===== config.mk =====
export PLATFORM = sky130hd
export DESIGN_NAME = gaussian_kernel_generator
export DESIGN_NICKNAME = d
export VERILOG_FILES = /design/src/rtl/gkg_pkg.sv /design/src/rtl/gkg_ram.sv /design/src/rtl/gkg_front.sv /design/src/rtl/gkg_div.sv /design/src/rtl/gkg_back.sv /design/src/rtl/gaussian_kernel_generator.sv
export VERILOG_INCLUDE_DIRS = /design/src /design/src/rtl
export SDC_FILE = /design/constraint.sdc
export NUM_CORES = 2
export LEC_CHECK = 0
export ABC_AREA = 1
export ABC_CLOCK_PERIOD_IN_PS = 20600
export BUFFER_PORTS_ARGS = -buffer_cell sky130_fd_sc_hd__buf_2
export CAP_MARGIN = 40
export CORE_MARGIN = 2
export CORE_UTILIZATION = 40
export CTS_BUF_LIST = sky130_fd_sc_hd__clkbuf_8
export DETAILED_ROUTE_END_ITERATION = 10
export PLACE_DENSITY = 0.56
export SYNTH_ARGS = -nofsm -noshare
export SYNTH_HDL_FRONTEND = slang
export SYNTH_SLANG_ARGS = --single-unit

===== constraint.sdc =====
create_clock -name clk_i -period 20.6 [get_ports clk_i]
set_input_delay 1.03 -clock clk_i [delete_from_list [all_inputs] [get_ports clk_i]]
set_output_delay 1.03 -clock clk_i [all_outputs]
set_load 0.005 [all_outputs]

===== src/rtl/assert_macros.svh =====
// Assertion macros shared by the kernel generator modules.
`ifndef ASSERT_MACROS_SVH
`define ASSERT_MACROS_SVH

// Checks a condition at every clock edge outside reset.
`define GKG_ASSERT(label, cond, msg) \
  label: assert property (@(posedge clk_i) disable iff (!rst_ni) (cond)) else $error(msg);

// Checks that a consequent holds in the cycle of its antecedent.
`define GKG_ASSERT_IMP(label, ante, cons, msg) \
  label: assert property (@(posedge clk_i) disable iff (!rst_ni) (ante) |-> (cons)) \
    else $error(msg);

`endif


===== src/rtl/gkg_pkg.sv =====
// Types and constants of the Gaussian kernel generator.
`timescale 1ns / 1ps
package gkg_pkg;

  localparam int unsigned RawW = 24;
  localparam int unsigned SumW = 32;
  localparam int unsigned DivNumW = 52;
  localparam int unsigned DivDenW = 32;
  localparam int unsigned DivCntW = 6;
  localparam int unsigned TaylorTerms = 12;
  localparam int unsigned Squarings = 6;

  typedef struct packed {
    logic [1:0]  radius;
    logic [11:0] sigma_q48;
  } gkg_req_t;

  typedef struct packed {
    logic [15:0] weight_q16;
    logic [2:0]  row_index;
    logic [2:0]  col_index;
    logic        last;
  } gkg_rsp_t;

  typedef struct packed {
    logic                start;
    logic [DivNumW-1:0]  num;
    logic [DivDenW-1:0]  den;
    logic [DivCntW-1:0]  count;
  } gkg_div_cmd_t;

  typedef struct packed {
    logic               busy;
    logic               done;
    logic [DivNumW-1:0] quo;
  } gkg_div_sts_t;

  typedef enum logic [3:0] {
    BK_IDLE,
    BK_ADIV,
    BK_AWAIT,
    BK_TMUL,
    BK_TDIV,
    BK_TWAIT,
    BK_SQMUL,
    BK_SQTAKE,
    BK_STORE,
    BK_NREAD,
    BK_NRAM,
    BK_NWAIT,
    BK_NOUT
  } back_state_e;

endpackage


===== src/rtl/gkg_ram.sv =====
// Generic single write port RAM with registered read.
`timescale 1ns / 1ps
module gkg_ram #(
  parameter int unsigned WIDTH = 24,
  parameter int unsigned DEPTH = 49
) (
  input  logic                     clk_i,
  input  logic                     we_i,
  input  logic [$clog2(DEPTH)-1:0] waddr_i,
  input  logic [WIDTH-1:0]         wdata_i,
  input  logic [$clog2(DEPTH)-1:0] raddr_i,
  output logic [WIDTH-1:0]         rdata_o
);

  logic [WIDTH-1:0] mem [DEPTH];

  always_ff @(posedge clk_i) begin
    if (we_i) begin
      mem[waddr_i] <= wdata_i;
    end
    rdata_o <= mem[raddr_i];
  end

endmodule


===== src/rtl/gkg_front.sv =====
// Request intake: radius and sigma clean-up and a two-entry request queue.
`timescale 1ns / 1ps
module gkg_front import gkg_pkg::*; #(
  parameter int unsigned MAX_RADIUS = 3
) (
  input  logic     clk_i,
  input  logic     rst_ni,
  input  logic     push,
  output logic     full,
  input  gkg_req_t req_i,
  output logic     req_valid_o,
  output gkg_req_t req_o,
  input  logic     req_pop_i
);

`include "assert_macros.svh"

  gkg_req_t   slot_q [2];
  gkg_req_t   clean;
  logic       wr_q, rd_q;
  logic [1:0] cnt_q;
  logic       do_push, do_pop;

  always_comb begin
    clean = req_i;
    if (req_i.radius > 2'(MAX_RADIUS)) begin
      clean.radius = 2'(MAX_RADIUS);
    end
    if (req_i.sigma_q48 == '0) begin
      clean.sigma_q48 = 12'd1;
    end
  end

  assign full        = (cnt_q == 2'd2);
  assign req_valid_o = (cnt_q != 2'd0);
  assign req_o       = slot_q[rd_q];
  assign do_push     = push && !full;
  assign do_pop      = req_pop_i && req_valid_o;

  always_ff @(posedge clk_i) begin
    if (do_push) begin
      slot_q[wr_q] <= clean;
    end
  end

  always_ff @(posedge clk_i or negedge rst_ni) begin
    if (!rst_ni) begin
      wr_q  <= 1'b0;
      rd_q  <= 1'b0;
      cnt_q <= 2'd0;
    end else begin
      if (do_push) begin
        wr_q <= ~wr_q;
      end
      if (do_pop) begin
        rd_q <= ~rd_q;
      end
      cnt_q <= cnt_q + 2'(do_push) - 2'(do_pop);
    end
  end

  `GKG_ASSERT(a_front_cnt, cnt_q <= 2'd2, "request queue count out of range")

endmodule


===== src/rtl/gkg_div.sv =====
// Restoring divider that retires one quotient bit per cycle.
`timescale 1ns / 1ps
module gkg_div import gkg_pkg::*; (
  input  logic         clk_i,
  input  logic         rst_ni,
  input  gkg_div_cmd_t cmd_i,
  output gkg_div_sts_t sts_o
);

`include "assert_macros.svh"

  logic [DivNumW-1:0] num_q, quo_q;
  logic [DivDenW-1:0] den_q, rem_q;
  logic [DivCntW-1:0] cnt_q;
  logic               busy_q, done_q;
  logic [DivDenW:0]   trial;
  logic               fits;

  // The numerator arrives left aligned; only its top count bits are consumed.
  assign trial = {rem_q, num_q[DivNumW-1]};
  assign fits  = (trial >= {1'b0, den_q});

  always_ff @(posedge clk_i) begin
    if (cmd_i.start) begin
      num_q <= cmd_i.num;
      den_q <= cmd_i.den;
      rem_q <= '0;
      quo_q <= '0;
    end else if (busy_q) begin
      num_q <= {num_q[DivNumW-2:0], 1'b0};
      rem_q <= fits ? DivDenW'(trial - {1'b0, den_q}) : trial[DivDenW-1:0];
      quo_q <= {quo_q[DivNumW-2:0], fits};
    end
  end

  always_ff @(posedge clk_i or negedge rst_ni) begin
    if (!rst_ni) begin
      busy_q <= 1'b0;
      done_q <= 1'b0;
      cnt_q  <= '0;
    end else begin
      done_q <= 1'b0;
      if (cmd_i.start) begin
        busy_q <= 1'b1;
        cnt_q  <= cmd_i.count;
      end else if (busy_q) begin
        cnt_q <= cnt_q - 1'b1;
        if (cnt_q == DivCntW'(1)) begin
          busy_q <= 1'b0;
          done_q <= 1'b1;
        end
      end
    end
  end

  assign sts_o.busy = busy_q;
  assign sts_o.done = done_q;
  assign sts_o.quo  = quo_q;

  `GKG_ASSERT_IMP(a_div_no_restart, busy_q, !cmd_i.start, "divider started while busy")
  `GKG_ASSERT_IMP(a_div_done_idle, done_q, !busy_q, "divider done while still busy")

endmodule


===== src/rtl/gkg_back.sv =====
// Kernel sequencer: raw weights, their sum and the normalized coefficients.
`timescale 1ns / 1ps
module gkg_back import gkg_pkg::*; #(
  parameter int unsigned MAX_RADIUS  = 3,
  parameter int unsigned WEIGHT_BITS = 16
) (
  input  logic     clk_i,
  input  logic     rst_ni,
  input  logic     req_valid_i,
  input  gkg_req_t req_i,
  output logic     req_pop_o,
  output logic     empty,
  input  logic     pop,
  output gkg_rsp_t rsp_o
);

`include "assert_macros.svh"

  localparam int unsigned SideMax = 2 * MAX_RADIUS + 1;
  localparam int unsigned Depth   = SideMax * SideMax;
  localparam int unsigned AddrW   = $clog2(Depth);
  localparam logic [DivNumW-1:0] Top = (DivNumW'(1) << WEIGHT_BITS) - 1'b1;

  back_state_e state_q, state_d;

  logic [1:0]        r_q;
  logic [23:0]       s2_q;
  logic [2:0]        row_q, col_q;
  logic [AddrW-1:0]  idx_q;
  logic [SumW-1:0]   sum_q;
  logic [31:0]       term_q, acc_q;
  logic [29:0]       y_q;
  logic [3:0]        k_q;
  logic [2:0]        sq_q;
  logic [63:0]       prod_q;
  logic [31:0]       mul_a, mul_b;
  logic              out_valid_q;
  gkg_rsp_t          out_q;
  logic [15:0]       q_hold_q;
  logic [RawW-1:0]   raw;
  logic [RawW-1:0]   ram_rdata;
  logic              ram_we;
  logic [2:0]        side_end;
  logic [2:0]        dx, dy;
  logic [4:0]        d2;
  logic              at_row_end, at_last;
  logic              slot_free;
  logic [DivNumW-1:0] q_sat;
  gkg_div_cmd_t      div_cmd;
  gkg_div_sts_t      div_sts;

  assign side_end   = {r_q, 1'b0};
  assign at_row_end = (col_q == side_end);
  assign at_last    = at_row_end && (row_q == side_end);
  assign dx = (col_q > {1'b0, r_q}) ? col_q - {1'b0, r_q} : {1'b0, r_q} - col_q;
  assign dy = (row_q > {1'b0, r_q}) ? row_q - {1'b0, r_q} : {1'b0, r_q} - row_q;
  assign d2 = 5'(dx[1:0] * dx[1:0]) + 5'(dy[1:0] * dy[1:0]);
  assign raw = (acc_q[31:7] > 25'(2 ** RawW - 1)) ? {RawW{1'b1}} : acc_q[30:7];
  assign slot_free = !out_valid_q || pop;
  assign q_sat = (sum_q == '0) ? '0 : ((div_sts.quo > Top) ? Top : div_sts.quo);

  // One shared multiplier: Taylor terms or squaring of the accumulator.
  assign mul_a = (state_q == BK_TMUL) ? term_q : acc_q;
  assign mul_b = (state_q == BK_TMUL) ? {2'b00, y_q} : acc_q;

  always_comb begin
    state_d       = state_q;
    req_pop_o     = 1'b0;
    ram_we        = 1'b0;
    div_cmd.start = 1'b0;
    div_cmd.num   = {d2, 47'b0};
    div_cmd.den   = {8'b0, s2_q};
    div_cmd.count = DivCntW'(51);
    case (state_q)
      BK_IDLE: begin
        if (req_valid_i) begin
          req_pop_o = 1'b1;
          state_d   = BK_ADIV;
        end
      end
      BK_ADIV: begin
        div_cmd.start = 1'b1;
        state_d       = BK_AWAIT;
      end
      BK_AWAIT: begin
        if (div_sts.done) begin
          state_d = (|div_sts.quo[DivNumW-1:36]) ? BK_STORE : BK_TMUL;
        end
      end
      BK_TMUL: begin
        state_d = BK_TDIV;
      end
      BK_TDIV: begin
        div_cmd.start = 1'b1;
        div_cmd.num   = {prod_q[61:31], 21'b0};
        div_cmd.den   = {28'b0, k_q};
        div_cmd.count = DivCntW'(31);
        state_d       = BK_TWAIT;
      end
      BK_TWAIT: begin
        if (div_sts.done) begin
          state_d = (k_q == 4'(TaylorTerms)) ? BK_SQMUL : BK_TMUL;
        end
      end
      BK_SQMUL: begin
        state_d = BK_SQTAKE;
      end
      BK_SQTAKE: begin
        state_d = (sq_q == 3'(Squarings - 1)) ? BK_STORE : BK_SQMUL;
      end
      BK_STORE: begin
        ram_we  = 1'b1;
        state_d = at_last ? BK_NREAD : BK_ADIV;
      end
      BK_NREAD: begin
        if (slot_free) begin
          state_d = BK_NRAM;
        end
      end
      BK_NRAM: begin
        div_cmd.start = 1'b1;
        div_cmd.num   = DivNumW'({ram_rdata, {(DivNumW - RawW){1'b0}}});
        div_cmd.den   = sum_q;
        div_cmd.count = DivCntW'(RawW + WEIGHT_BITS);
        state_d       = BK_NWAIT;
      end
      BK_NWAIT: begin
        if (div_sts.done) begin
          state_d = BK_NOUT;
        end
      end
      BK_NOUT: begin
        if (slot_free) begin
          state_d = at_last ? BK_IDLE : BK_NREAD;
        end
      end
      default: state_d = BK_IDLE;
    endcase
  end

  always_ff @(posedge clk_i or negedge rst_ni) begin
    if (!rst_ni) begin
      state_q     <= BK_IDLE;
      out_valid_q <= 1'b0;
      sum_q       <= '0;
    end else begin
      state_q <= state_d;
      if (state_q == BK_NOUT && slot_free) begin
        out_valid_q <= 1'b1;
      end else if (pop) begin
        out_valid_q <= 1'b0;
      end
      if (state_q == BK_IDLE) begin
        sum_q <= '0;
      end else if (state_q == BK_STORE) begin
        sum_q <= sum_q + SumW'(raw);
      end
    end
  end

  always_ff @(posedge clk_i) begin
    prod_q <= mul_a * mul_b;
    case (state_q)
      BK_IDLE: begin
        r_q   <= req_i.radius;
        s2_q  <= req_i.sigma_q48 * req_i.sigma_q48;
        row_q <= '0;
        col_q <= '0;
        idx_q <= '0;
      end
      BK_AWAIT: begin
        if (div_sts.done) begin
          y_q    <= div_sts.quo[35:6];
          term_q <= 32'h8000_0000;
          k_q    <= 4'd1;
          sq_q   <= '0;
          acc_q  <= (|div_sts.quo[DivNumW-1:36]) ? 32'd0 : 32'h8000_0000;
        end
      end
      BK_TWAIT: begin
        if (div_sts.done) begin
          term_q <= div_sts.quo[31:0];
          acc_q  <= k_q[0] ? acc_q - div_sts.quo[31:0] : acc_q + div_sts.quo[31:0];
          k_q    <= k_q + 1'b1;
        end
      end
      BK_SQTAKE: begin
        acc_q <= prod_q[62:31];
        sq_q  <= sq_q + 1'b1;
      end
      BK_STORE, BK_NOUT: begin
        if (state_q == BK_STORE || slot_free) begin
          if (at_last) begin
            row_q <= '0;
            col_q <= '0;
            idx_q <= '0;
          end else begin
            idx_q <= idx_q + 1'b1;
            if (at_row_end) begin
              col_q <= '0;
              row_q <= row_q + 1'b1;
            end else begin
              col_q <= col_q + 1'b1;
            end
          end
        end
        if (state_q == BK_NOUT && slot_free) begin
          out_q.weight_q16 <= q_hold_q;
          out_q.row_index  <= row_q;
          out_q.col_index  <= col_q;
          out_q.last       <= at_last;
        end
      end
      default: ;
    endcase
  end

  always_ff @(posedge clk_i) begin
    if (state_q == BK_NWAIT && div_sts.done) begin
      q_hold_q <= q_sat[15:0];
    end
  end

  gkg_ram #(
    .WIDTH(RawW),
    .DEPTH(Depth)
  ) u_raw_ram (
    .clk_i   (clk_i),
    .we_i    (ram_we),
    .waddr_i (idx_q),
    .wdata_i (raw),
    .raddr_i (idx_q),
    .rdata_o (ram_rdata)
  );

  gkg_div u_div (
    .clk_i  (clk_i),
    .rst_ni (rst_ni),
    .cmd_i  (div_cmd),
    .sts_o  (div_sts)
  );

  assign empty = !out_valid_q;
  assign rsp_o = out_q;

  `GKG_ASSERT_IMP(a_back_sum_nz, state_q == BK_NWAIT, sum_q != '0,
    "normalizing against a zero weight sum")

endmodule


===== src/rtl/gaussian_kernel_generator.sv =====
// Top level of the normalized 2-D Gaussian kernel generator.
//
//  channel   direction  handshake            payload
//  request   in         push / full         req_i  (radius, sigma_q48)
//  result    out        empty / pop         rsp_o  (weight_q16, row_index, col_index, last)
//
// A request of radius r yields N = (2r+1)^2 coefficient transfers in row-major order.
// Each raw weight takes one 51-step exponent division in the shared bit-serial
// divider and twelve 31-step Taylor term divisions, plus six squarings. Each
// coefficient then takes its own normalizing division in the same divider.
// Reset clears the request queue, the sequencer and the result valid flag.
// A result that is not popped holds the sequencer; two further requests queue meanwhile.
`timescale 1ns / 1ps
module gaussian_kernel_generator import gkg_pkg::*; #(
  parameter int unsigned MAX_RADIUS  = 3,
  parameter int unsigned WEIGHT_BITS = 16
) (
  input  logic     clk_i,
  input  logic     rst_ni,
  input  logic     push,
  output logic     full,
  input  gkg_req_t req_i,
  output logic     empty,
  input  logic     pop,
  output gkg_rsp_t rsp_o
);

  // Cleaned requests wait in the front queue until the sequencer is free.
  logic     req_valid;
  logic     req_pop;
  gkg_req_t req;

  gkg_front #(
    .MAX_RADIUS(MAX_RADIUS)
  ) u_front (
    .clk_i       (clk_i),
    .rst_ni      (rst_ni),
    .push        (push),
    .full        (full),
    .req_i       (req_i),
    .req_valid_o (req_valid),
    .req_o       (req),
    .req_pop_i   (req_pop)
  );

  // The back end builds the raw weights, sums them and emits normalized values.
  gkg_back #(
    .MAX_RADIUS  (MAX_RADIUS),
    .WEIGHT_BITS (WEIGHT_BITS)
  ) u_back (
    .clk_i       (clk_i),
    .rst_ni      (rst_ni),
    .req_valid_i (req_valid),
    .req_i       (req),
    .req_pop_o   (req_pop),
    .empty       (empty),
    .pop         (pop),
    .rsp_o       (rsp_o)
  );

endmodule


-- Word level (Yosys, flattened, before mapping)
Memory sizes are Yosys's and may differ from the RTL's. A register that Yosys moved wholly into a read port is not among the register bits.
Index checks and enable logic that the tools add are counted.
- register bits after elaboration: 458
- RAM bits: 1204
- input bits: 18
- output and inout bits: 25
- word-level logic and storage cells: 185
- memories: 2
- add/subtract/negate cells: 17
- multipliers: 4
- magnitude comparators: 6
- equality and inequality tests: 26
- mux-type cells: 68
- bitwise gates (word level): 2
- reductions and logical operators: 31
- memory list (memory ; depth ; bits a word ; read ports ; clocked after memory_dff ; wr ports ; line ; RTL):
    u_back.u_raw_ram.mem ; 49 ; 24 ; 1 ; 1 ; 1 ; gkg_ram.sv:15 ; logic [WIDTH-1:0] mem [DEPTH];
    u_front.slot_q ; 2 ; 14 ; 1 ; 0 ; 1 ; gkg_front.sv:18 ; gkg_req_t slot_q [2];
- operator list (operator ; number):
    $mux W32 ; 11
    $pmux W90 S2 ; 1
    $mux W52 ; 2
    $pmux W32 S3 ; 1
    $pmux W32 S2 ; 1
    $sub A32 B32 Y32 ; 2
    $mul A32 B32 Y63 ; 1
    $gt A52 B16 Y1 const B ; 1
    $pmux W4 S13 ; 1
    $mux W4 ; 12
    $ge A33 B32 Y1 ; 1
    $add A32 B24 Y32 ; 1
    $add A32 B32 Y32 ; 1
    $logic_not A32 Y1 ; 1
    $gt A25 B24 Y1 const B ; 1
    $eq A4 B4 Y1 const B ; 6
    $mul A12 B12 Y24 ; 1
    $mux W24 ; 1
    $mux W3 ; 8
    $mux W6 ; 4
    $pmux W3 S2 ; 3
    $eq A4 B3 Y1 const B ; 4
    $mux W1 ; 16
    $mux W16 ; 1
    other kinds (38) ; 72

-- Longest topological paths before layout
- depth after elaboration: 6
- gate-level depth with buffers: 37
- gate-level depth less buffers: 35

-- Cells and area by module
Synthesis repeated with hierarchy kept, for this count alone.
- cells, all modules: 11545
- area total of the unflattened synthesis: 109973.0 um^2
- by module, submodules not included (module ; times used ; cells each ; area an instance (um^2)):
    gkg_back ; 1 ; 6185 ; 50906.3
    gkg_ram ; 1 ; 4008 ; 48322.6
    gkg_div ; 1 ; 1230 ; 9406.5
    gkg_front ; 1 ; 122 ; 1337.5

-- Worst setup path after synthesis
Ideal clock, no wire load.
- kind: register to register
- start point: reg u_back.state_q[2]
- end point: reg u_back.prod_q[62]
- library setup time: 112 ps
- data arrival time: 7046 ps
- data required time: 20488 ps
- path slack: 13442 ps
- stages on the path, launching flop included: 33
- path buffers: 4
- period minus slack after synthesis: 7158 ps
- path through: dfrtp_1 nor2_2 nand2_4 buf_6 buf_2 o21ai_0 buf_2 buf_2 nor2_1 fa_1 inv_1 fa_1 inv_1 fa_1 inv_1 fa_1 inv_1 fa_1 fa_1 fa_1 fa_1 ha_1 nand2_1 nor2_1 inv_1 nor2_1 inv_1 nor3_1 nand2_1 o21ai_1 nand2_1 nand3_1 nand2_1
- longest elaborated chain between the ends: 3
- elaborated cells on any way between the ends: 4
- classes of those cells: mul: 1; eq/ne: 1; mux: 2
- RTL lines (item ; line ; RTL):
    from (decl) ; gkg_back.sv:24 ; back_state_e state_q, state_d;
    from (signal assigned) ; gkg_back.sv:147 ; state_q <= state_d;
    $eq A4 B2 Y1 (*) ; gkg_back.sv:63, gkg_back.sv:64 ;
    $mux W32, on equally long branches ; gkg_back.sv:63, gkg_back.sv:64 ;
    $mul A32 B32 Y63 (*) ; gkg_back.sv:162 ; prod_q <= mul_a * mul_b;
    to (signal assigned) ; gkg_back.sv:162 ;
    to (decl) ; gkg_back.sv:35 ; logic [63:0] prod_q;
Mark *: on every way between the ends. The rest lies on a longest branch, timed or not.
A chain may end at the register's enable or synchronous reset.

-- Final worst setup path
- start point: reg u_back.acc_q[31]
- end point: reg u_back.prod_q[61]
- longest elaborated chain between the ends: 2
- elaborated cells on any way between the ends: 3
- classes of those cells: mul: 1; mux: 2
- RTL lines (item ; line ; RTL):
    from (decl) ; gkg_back.sv:31 ; logic [31:0] term_q, acc_q;
    from (signal assigned) ; gkg_back.sv:177 ; acc_q <= (|div_sts.quo[DivNumW-1:36]) ? 32'd0 : 32'h8000_0000;
    from (signal assigned) ; gkg_back.sv:183 ; acc_q <= k_q[0] ? acc_q - div_sts.quo[31:0] : acc_q + div_sts.quo[31:0];
    from (signal assigned) ; gkg_back.sv:188 ; acc_q <= prod_q[62:31];
    $mux W32, on equally long branches ; gkg_back.sv:63, gkg_back.sv:64 ;
    $mul A32 B32 Y63 (*) ; gkg_back.sv:162 ;
Marked as above.

==> flow_summary.yaml <==
run_status:
  status: "finished clean"
floorplanning:
  core_mm2: 0.256
  die_w_um: 512
  rows: 186
  io_pins: 43
  start_util_pct: 40.2
  fp.dieH_um: 512
  dieArea_mm2: 0.262
sta:
  clock-skew-final_ns: 0.113
  rsz0062_at_grt: "false"
  final_max_slew_viol_count: 0
  period_share_pct: 48.0
  max_slew_margin_pct: 37.8
  setup_slack_ns: 10.71
  tightestPinTransition_ns: 0.932
  setup_viol: 0
  clock.fmax_mhz: 101
  period_needed_ns: 9.89
  tns_ns: 0
  hold_viol: 0
drt:
  vias: 74400
  drc: 0
  drt-vias-per-instance: 5.47
  wl_per_cell_um: 26.0
  drtPass1Iterations: 7
  postRouteAntennaNets: 0
  drtIter0Drc: 6844
  finalWirelength_um: 354000
logic_synthesis:
  ys_seq_area_share_pct: 46.0
  ys_ff_latch: 1633
  synth-xor-area-share_pct: 1.03
  synth_top_family_by_area: "adder cells"
  yosys.area_share.simple_pct: 13.3
  synthAdderAreaFrac_pct: 24.0
  synth_fp_nets: 11300
  synth_warnings: 0
  synth_top_flop_cell: "edfxtp_1"
  synth_compound_area_share_pct: 7.94
  synthMuxAreaShare_pct: 0.0413
  async_flop_share_pct: 3.00
  avgSynthCellArea_um2: 10.5
  synth_edf_count: 1444
  synth_cells: 9846
  yosys.cell_types.count: 71
  syn-cell-area_mm2: 0.103
final_layout:
  fillCellCount: 24400
  multi_input_area_mm2: 0.0481
  final_nets: 11400
  post-route-util_pct: 44.2
  drive_gt1_share_pct: 7.91
  area_delta_synth_final_pct: 9.86
  regArea_mm2: 0.0474
critical_path:
  worstSetupStartpoint: "u_back.acc_q[31]"
  startpoint_type: "register"
  endpoint: "u_back.prod_q[61]"
  regToRegSetupSlack_ns: 10.71
  crit_path_top_delay_cell: "clkinv_1"
  ff2ff_path_depth: 28
  r2r-end: "u_back.prod_q[61]"
  worst_setup_path_end_kind: "register"
  critical-path-max-stage-delay_ns: 0.78
  cp_common_cell: "fa_1"
  cp.required_ns: 21.46
  cp.arrival_ns: 10.75
  rr_startpoint: "u_back.acc_q[31]"
  worstPathMaxFanout: 17
  worstSetupPathType: "reg2reg"
power_and_ir_drop:
  irDropWorstVdd_mv: 0.201
  power.density_mw_per_mm2: 73.1
  p_leak_nw: 45.1
flow_run:
  max_cap_violations: 0
clock_tree:
  postCtsSetupBuffers: 0
  cts_num_sinks: 1633
  clk_latency_ns: 0.97
  cts_max_path_buffers: 4
  clk_pin_slew_ns: 0.06
  htreeDepth: 5
  numCtsBuffers: 285
  cts_tree: "yes"
  cts-resized-gates: 0
  cts-root-buf: "clkbuf_8"
  hold_buffers: 0
placement:
  gp_congestion: 0.990
  dp_worst_setup_slack_ns: 10.70
  portBuffers: 42
  dp_hpwl_um: 249000
global_route:
  antenna_found_initial: 12
  grt.overflow.total: 0
  grt_pass1_vias: 76400
  grt_usage_pct: 26.7
  grt_pass1_wl_um: 514000
  grt_max_degree: 93
worst_hold_path:
  worstHoldPathType: "in2async"
==> cell usage after synthesis, drive strengths merged (26+ instances only) <==
master / number / area, um2
xor2: 95 / 832
a221oi: 113 / 990
dfxtp: 140 / 2800
a22o: 75 / 657
a21oi: 294 / 1480
nand4: 168 / 1050
o21ai: 362 / 1920
o22ai: 77 / 482
inv: 1649 / 6190
fa: 977 / 19600
o21a: 29 / 218
buf: 203 / 1010
xnor2: 26 / 228
nand2: 1768 / 6680
nand3: 209 / 1060
edfxtp: 1444 / 43400
nor2: 1131 / 4330
a22oi: 182 / 1370
dfrtp: 49 / 1230
clkbuf: 172 / 646
ha: 417 / 5220
nor3: 48 / 245
==> per-stage QoR <==
| step | instances | hold WS [ns] | cell area, um2 | power (mW) |
|---|---|---|---|---|
| after global placement | 13100 | 0.405 | 108000 | 5.58 |
| after global routing | 13600 | 0.271 | 113000 | 8.77 |
| after CTS | 13600 | 0.219 | 113000 | 8.36 |
| after floorplan | 9846 | 0.400 | 103000 | 5.19 |
| after detailed placement | 13100 | 0.405 | 108000 | 5.60 |
| final | 13600 | 0.256 | 113000 | 8.27 |
==> flip-flops by register name, indices dropped and copies added (netlist names), 4 cells and up <==
register and count:
u_back.idx_q 6, u_back.term_q 32, u_back.u_div.den_q 32, u_back.u_raw_ram.mem 1176
u_back.sum_q 32, u_back.y_q 30, u_back.state_q 4, u_back.s2_q 23
u_back.acc_q 32, u_back.prod_q 32, u_back.u_raw_ram.rdata_o 24, u_back.u_div.quo_q 52
u_back.u_div.cnt_q 6, u_back.u_div.num_q 31, u_front.slot_q 28, u_back.q_hold_q 16
u_back.rsp_o 23, u_back.k_q 4, u_back.u_div.rem_q 32
==> how the worst min path moves through the flow <==
stage                        from  slack (ns)  cells past startpoint                  end
3_5_place_dp   u_back.q_hold_q[2]        0.40                      0      u_back.rsp_o[9]
6_report                   rst_ni        0.26                      2  u_back.u_div.busy_q
2_1_floorplan  u_back.q_hold_q[3]        0.40                      0     u_back.rsp_o[10]
4_1_cts                    rst_ni        0.22                      2      u_back.sum_q[6]
3_3_place_gp   u_back.q_hold_q[4]        0.41                      0     u_back.rsp_o[11]
5_1_grt                    rst_ni        0.27                      2      u_back.sum_q[7]
==> placed cells by master, fill, tap and decap left out, types with 207 or more instances in the layout <==
cell type  netlist  routed
nor2_1        1119    1060
ha_1           417     417
edfxtp_1      1444    1444
o21ai_0        306     291
a21oi_1        293     291
nand2_1       1759    1741
clkbuf_8         0     305
nand3_1        207     207
inv_1         1615    1718
fa_1           977     977
==> final cells by class <==
class | count | area share, %
inverter | 1671 | 5.58
clock inverter | 185 | 0.822
clock buffer | 305 | 3.71
tap | 3384 | 3.74
sequential | 1633 | 41.8
multi-input combinational | 6167 | 42.5
antenna | 7 | 0.0155
timing repair buffer | 255 | 1.82
==> power by group <==
group	internal, mW	switching (mW)
clock network	1.42	1.34
registers	3.69	0.00562
logic	0.723	1.10
total	5.83	2.44
==> metal layers <==
layer  up-vias  track usage, %  wire, um
met1     38000            34.4    142000
met2      2978            43.3    166000
met5         -               0        23
met4         4            14.1     21000
li1      32700               -         -
met3       740            4.41     25000
==> cells by family after synthesis <==
| family | Yosys count |
|---|---|
| other | 1 |
| AOI/OAI and AO/OA | 1273 |
| buffers and inverters | 2046 |
| muxes | 4 |
| and+or+nand+nor | 3374 |
| DFF | 1633 |
| xor gates and xnor gates | 121 |
| adders and majority gates | 1394 |
==> worst max-delay path: cells and delay by family, from the launching register on <==
kind / cells / cell delay, ns
flops: 1 / 0.62
simple gates: 4 / 1.01
xor+xnor: 1 / 0.14
compound gates: 7 / 1.61
fa+ha+maj: 9 / 4.03
buf+inv: 7 / 2.41
Power figures use the tool's default switching activity.
